**config.mk**
```make
export PLATFORM = sky130hd
export DESIGN_NAME = sww_root
export DESIGN_NICKNAME = d
export VERILOG_FILES = /design/src/rtl/sww_pkg.sv /design/src/rtl/sww_root.sv
export SDC_FILE = /design/constraint.sdc
export NUM_CORES = 2
export LEC_CHECK = 0
export BUFFER_PORTS_ARGS = -buffer_cell sky130_fd_sc_hd__buf_2
export CORE_UTILIZATION = 70
export CTS_CLUSTER_SIZE = 10
export DETAILED_ROUTE_END_ITERATION = 8
export PLACE_DENSITY = 0.87
export SYNTH_ARGS = -nofsm -noshare
export SYNTH_HDL_FRONTEND = slang
export SYNTH_SLANG_ARGS = --single-unit
```
**constraint.sdc**
```tcl
create_clock -name clk_i -period 11.24 [get_ports clk_i]
set_clock_uncertainty 0.05 [all_clocks]
set_input_delay 1.124 -clock clk_i [delete_from_list [all_inputs] [get_ports clk_i]]
set_output_delay 1.124 -clock clk_i [all_outputs]
set_load 0.05 [all_outputs]
```
**src/rtl/sww_pkg.sv**
```systemverilog
// Package with the word types and constants of the smoothness weight window core.
package sww_pkg;

  localparam int unsigned SampleWidth = 16;
  localparam int unsigned WeightOne   = 32768;
  localparam int unsigned DWidth      = 45;

  typedef struct packed {
    logic [15:0] sample;
    logic        frame_start;
  } in_word_t;

  typedef struct packed {
    logic [15:0] weight;
    logic [11:0] center_col;
    logic [15:0] center_row;
  } out_word_t;

  typedef enum logic [2:0] {
    StIdle,
    StRead,
    StSum,
    StCalc,
    StOut
  } state_e;

  typedef struct packed {
    logic        start;
    logic [44:0] d;
  } root_req_t;

  typedef struct packed {
    logic        done;
    logic [15:0] weight;
  } root_rsp_t;

endpackage

```
**src/rtl/sww_root.sv**
```systemverilog
// Iterative search for the weight: bisection, each step computed as a sequence of phases.
module sww_root (
  input  logic              clk_i,
  input  logic              rst_ni,
  input  sww_pkg::root_req_t req_i,
  output sww_pkg::root_rsp_t rsp_o
);

  // Per step: mid, then mid^2, then mid^4 (a 32-bit and a 64-bit product), then mid^4 * 441 >> 36, compare.
  logic [15:0] lo_q, lo_d, hi_q, hi_d;
  logic [55:0] tgt_q, tgt_d;
  logic [2:0]  ph_q, ph_d;
  logic        busy_q, busy_d;
  logic [15:0] mid_q, mid_d;
  logic [31:0] sq_q, sq_d;
  logic [63:0] t4_q, t4_d;
  logic [55:0] sf_q, sf_d;
  logic        done_q, done_d;
  logic [15:0] res_q, res_d;
  logic [16:0] sum;

  assign sum = {1'b0, lo_q} + {1'b0, hi_q};

  always_comb begin
    lo_d = lo_q; hi_d = hi_q; tgt_d = tgt_q; ph_d = ph_q; busy_d = busy_q;
    mid_d = mid_q; sq_d = sq_q; t4_d = t4_q; sf_d = sf_q;
    done_d = done_q; res_d = res_q;
    if (req_i.start) begin
      lo_d = '0; hi_d = 16'h8000; busy_d = 1'b1; ph_d = 3'd0; done_d = 1'b0;
      tgt_d = 56'(req_i.d) * 56'd625;
    end else if (busy_q) begin
      unique case (ph_q)
        3'd0: begin
          if (lo_q >= hi_q) begin
            busy_d = 1'b0; done_d = 1'b1;
            res_d = 16'(17'(sww_pkg::WeightOne) - {1'b0, lo_q});
          end else begin
            mid_d = sum[16:1]; ph_d = 3'd1;
          end
        end
        3'd1: begin sq_d = 32'(mid_q) * 32'(mid_q); ph_d = 3'd2; end
        3'd2: begin t4_d = 64'(sq_q) * 64'(sq_q); ph_d = 3'd3; end
        3'd3: begin
          sf_d = 56'(t4_q[63:36]) * 56'd441 + 56'((65'(t4_q[35:0]) * 65'd441) >> 36);
          ph_d = 3'd4;
        end
        default: begin
          if (sf_q >= tgt_q) hi_d = mid_q;
          else lo_d = mid_q + 16'd1;
          ph_d = 3'd0;
        end
      endcase
    end
  end

  always_ff @(posedge clk_i or negedge rst_ni) begin
    if (!rst_ni) begin
      busy_q <= 1'b0; done_q <= 1'b0; ph_q <= '0;
    end else begin
      busy_q <= busy_d; done_q <= done_d; ph_q <= ph_d;
    end
  end

  always_ff @(posedge clk_i) begin
    lo_q <= lo_d; hi_q <= hi_d; tgt_q <= tgt_d; mid_q <= mid_d;
    sq_q <= sq_d; t4_q <= t4_d; sf_q <= sf_d; res_q <= res_d;
  end

  assign rsp_o.done   = done_q;
  assign rsp_o.weight = res_q;

endmodule

```
==> impl_results.md <==
- Class of the tightest hold or removal check: primary input to asynchronous set/reset pin
- Die outline area: 93,300 um^2
- Most numerous cell in the Yosys netlist: inv_1
- Unrepaired setup endpoints after global routing: false
- Post-synthesis average cell area: 9.69 um^2
- Synthesis-to-layout area growth: 4.11%
- Leading cell types by count after synthesis: inv_1, fa_1, ha_1, nand2_1, nor2_1
- Final hold viol count: 0
- Maximum fanout encountered on the critical timing path: 25
- Clock transition at the register clock pins on the worst setup and hold paths after CTS: 0.06 ns
- Count of instances resized after the clock tree is built: 0
- Number of antenna violations at the first check in global routing: 5
- Final Setup Violations: 0
- Outcome: finished, final reports clean
- Routability Congestion: 0.967
- Synthesis-stage register bit count: 256
- Endpoint kind of the worst setup timing path: register
- Arrival time worst endpoint: 9.18 ns
- Die height: 305 um
- Pin count of the biggest net entering global routing: 64
- Fin Setup TNS: 0 ns
- Critical Path RT: 11.51 ns
- Time the final worst path needs with I/O delays and setup: 8.91 ns
- Busiest layer in global routing: met2
- Total number of nets in the final design: 8,883
- Transition time at the pin with the least slew margin: 1.14 ns
- Number of buffer cells added on primary ports: 64
- CTS Root Cell: clkbuf_16
- Die extent in x: 305 um
- Netlist area before placement: 64,400 um^2
- Number of distinct library cells after synthesis: 95
- Wire length of the first global-routing pass: 249,000 um
- Fin. max-slew vios: 0
- Routed length per instance: 19.0 um
- Post-DP HPWL: 124,000 um
- DRT Pass-1 Iters: 9
- Sinks on Clock Net: 256
- Part of the Yosys area used for sequential elements: 0.114
- Top_reg_cell synth: edfxtp_1
- Share of async-settable or async-resettable flops after synthesis: 0.0195
- YS warnings: 0
- Overall track demand over capacity in global routing: 0.336
- Clock latency reported for the late side of the worst-skew pair: 0.57 ns
- CTS tree: built
- Headroom to the max-slew limit: 0.237
- Overflow left after global routing: 0
- Total number of H-tree levels: 2
- Via count normalized by instance count: 5.77
- Antenna Violating Nets Remaining: 0
- GR Util met3: 0.0566
- Setup CP Type: register to register
- TritonCTS Buffers: 34
- Post-synth EDFFs: 219
- Drt drc: 0
- Post-CTS Repair Setup Buffers: 0
- Buffers from clock root to sink, at most: 3
- Area of the core: 90,600 um^2
- Most area-hungry cell type in the Yosys netlist: fa_1
- Max capacitance violation total: 0
- Number of hold buffers added after cts: 0
- Met1 GRT Util: 0.423
- Dominant cells by area after synthesis: fa_1, ha_1, inv_1, edfxtp_1, nand2_1
- Final period util: 0.793
- Starting Density: 0.711
- GR met2 Demand/Resource: 0.578
- Number of cell rows: 110
- Critical path launch point type: register
- Total via count after detailed routing: 45,334
- Number of design-rule violations left by the first detailed-router iteration: 3,303
- Number of instances in the synthesized netlist: 6,652
- Area share of the leading cell type in the synthesized netlist: 0.400
- Peak Freq: 112 MHz
- Via count of the first global-routing pass: 50,201
- Total routed wirelength: 150,000 um
- Ratio of cells with drive above 1 in the final layout: 0.0313
- I/O pin count: 65
metrics by stage:
step | hold WS [ns] | std cells | utilization | setup slack (ns) | instance area (um^2)
6_report | 0.329 | 7856 | 0.741 | 2.33 | 67100
5_1_grt | 0.331 | 7854 | 0.741 | 2.11 | 67100
4_1_cts | 0.318 | 7853 | 0.741 | 2.41 | 67100
3_5_place_dp | 0.430 | 7800 | 0.729 | 2.44 | 66000
3_3_place_gp | 0.423 | 7800 | 0.729 | 2.71 | 66000
2_1_floorplan | 0.405 | 6674 | - | 3.68 | 64500
placed cells by master (no fill, tap or decap), types with 24 or more instances in the layout:
| cell type | synthesis | layout |
|---|---|---|
| a211oi_1 | 35 | 35 |
| inv_1 | 2001 | 2001 |
| clkbuf_16 | 0 | 36 |
| o21ai_0 | 106 | 106 |
| and2_1 | 226 | 225 |
| nand2b_1 | 27 | 27 |
| conb_1 | 2 | 24 |
| buf_2 | 4 | 63 |
| nor3_1 | 37 | 36 |
| dfxtp_1 | 32 | 32 |
| xor2_1 | 67 | 67 |
| ha_1 | 888 | 888 |
| o21a_1 | 27 | 27 |
| edfxtp_1 | 219 | 219 |
| a21oi_1 | 205 | 204 |
| fa_1 | 1287 | 1287 |
| nor2_1 | 235 | 235 |
| nand2_1 | 411 | 411 |
| buf_4 | 2 | 42 |
| nand3_1 | 42 | 42 |
| nand4_1 | 40 | 40 |
| xnor2_1 | 161 | 161 |
| a21o_1 | 114 | 114 |
| nor2b_1 | 30 | 30 |
| and3_1 | 28 | 28 |
| o21bai_1 | 32 | 32 |
cell families after synthesis:
kind of cell	share of synthesized area
buffers and inverters	0.126
other	0.000117
muxes	0.00334
adders and majority gates	0.572
and+or+nand+nor	0.0847
xor gates and xnor gates	0.0310
DFF	0.114
AOI/OAI and AO/OA	0.0681
registers in the layout, summed over array words and instances, names as in the netlist:
name,flops
mid_q,16
done_q,1
t4_q,63
sq_q,31
hi_q,16
busy_q,1
sf_q,38
res_q,16
lo_q,16
tgt_q,55
ph_q,3
routing by layer:
metal	share of wire	vias to the layer above
met5	0.00024	-
met4	0.045	4
met3	0.083	494
met2	0.50	1977
met1	0.38	22693
li1	-	20166
cell type report:
| type | count | area [um^2] |
|---|---|---|
| multi-input cells | 4251 | 49000 |
| fillers | 6093 | 23500 |
| inverters | 2012 | 7550 |
| flip-flops and latches | 256 | 7340 |
| well taps | 1176 | 1470 |
| clock buffers | 42 | 923 |
| repair buffers | 105 | 631 |
| clock inverters | 11 | 104 |
| diodes | 3 | 7.51 |
worst max-delay path, cell delays in order, from the launching register on:
cell	delay, ns
edfxtp_1	0.33
buf_4	0.37
clkinv_1	0.60
nor2_1	0.45
fa_1	0.50
fa_1	0.53
inv_1	0.06
fa_1	0.52
inv_1	0.06
fa_1	0.47
fa_1	0.50
fa_1	0.57
fa_1	0.43
fa_1	0.45
ha_1	0.45
nand2_1	0.16
nor3_1	0.37
nand2_1	0.12
a31oi_1	0.30
o31ai_1	0.15
a21oi_1	0.33
a31o_2	0.28
a221o_1	0.25
nor4b_2	0.07
a211o_1	0.26
final timing paths:
kind                               start        to  slack, ns  cells past startpoint
worst max-delay path            sq_q[15]  t4_q[60]       2.33                     24
worst min-delay path              rst_ni    done_q       0.33                      1
worst max register to register  sq_q[15]  t4_q[60]       2.33                     24
worst min register to register  hi_q[15]  hi_q[15]       0.45                      1
max in group asynchronous         rst_ni   ph_q[1]      10.67                      1
min in group clk_i              hi_q[15]  hi_q[15]       0.45                      1
Power is left out: the tool's default activity adds up to more than one toggle a clock period on the data nets, which glitch-free logic cannot reach.
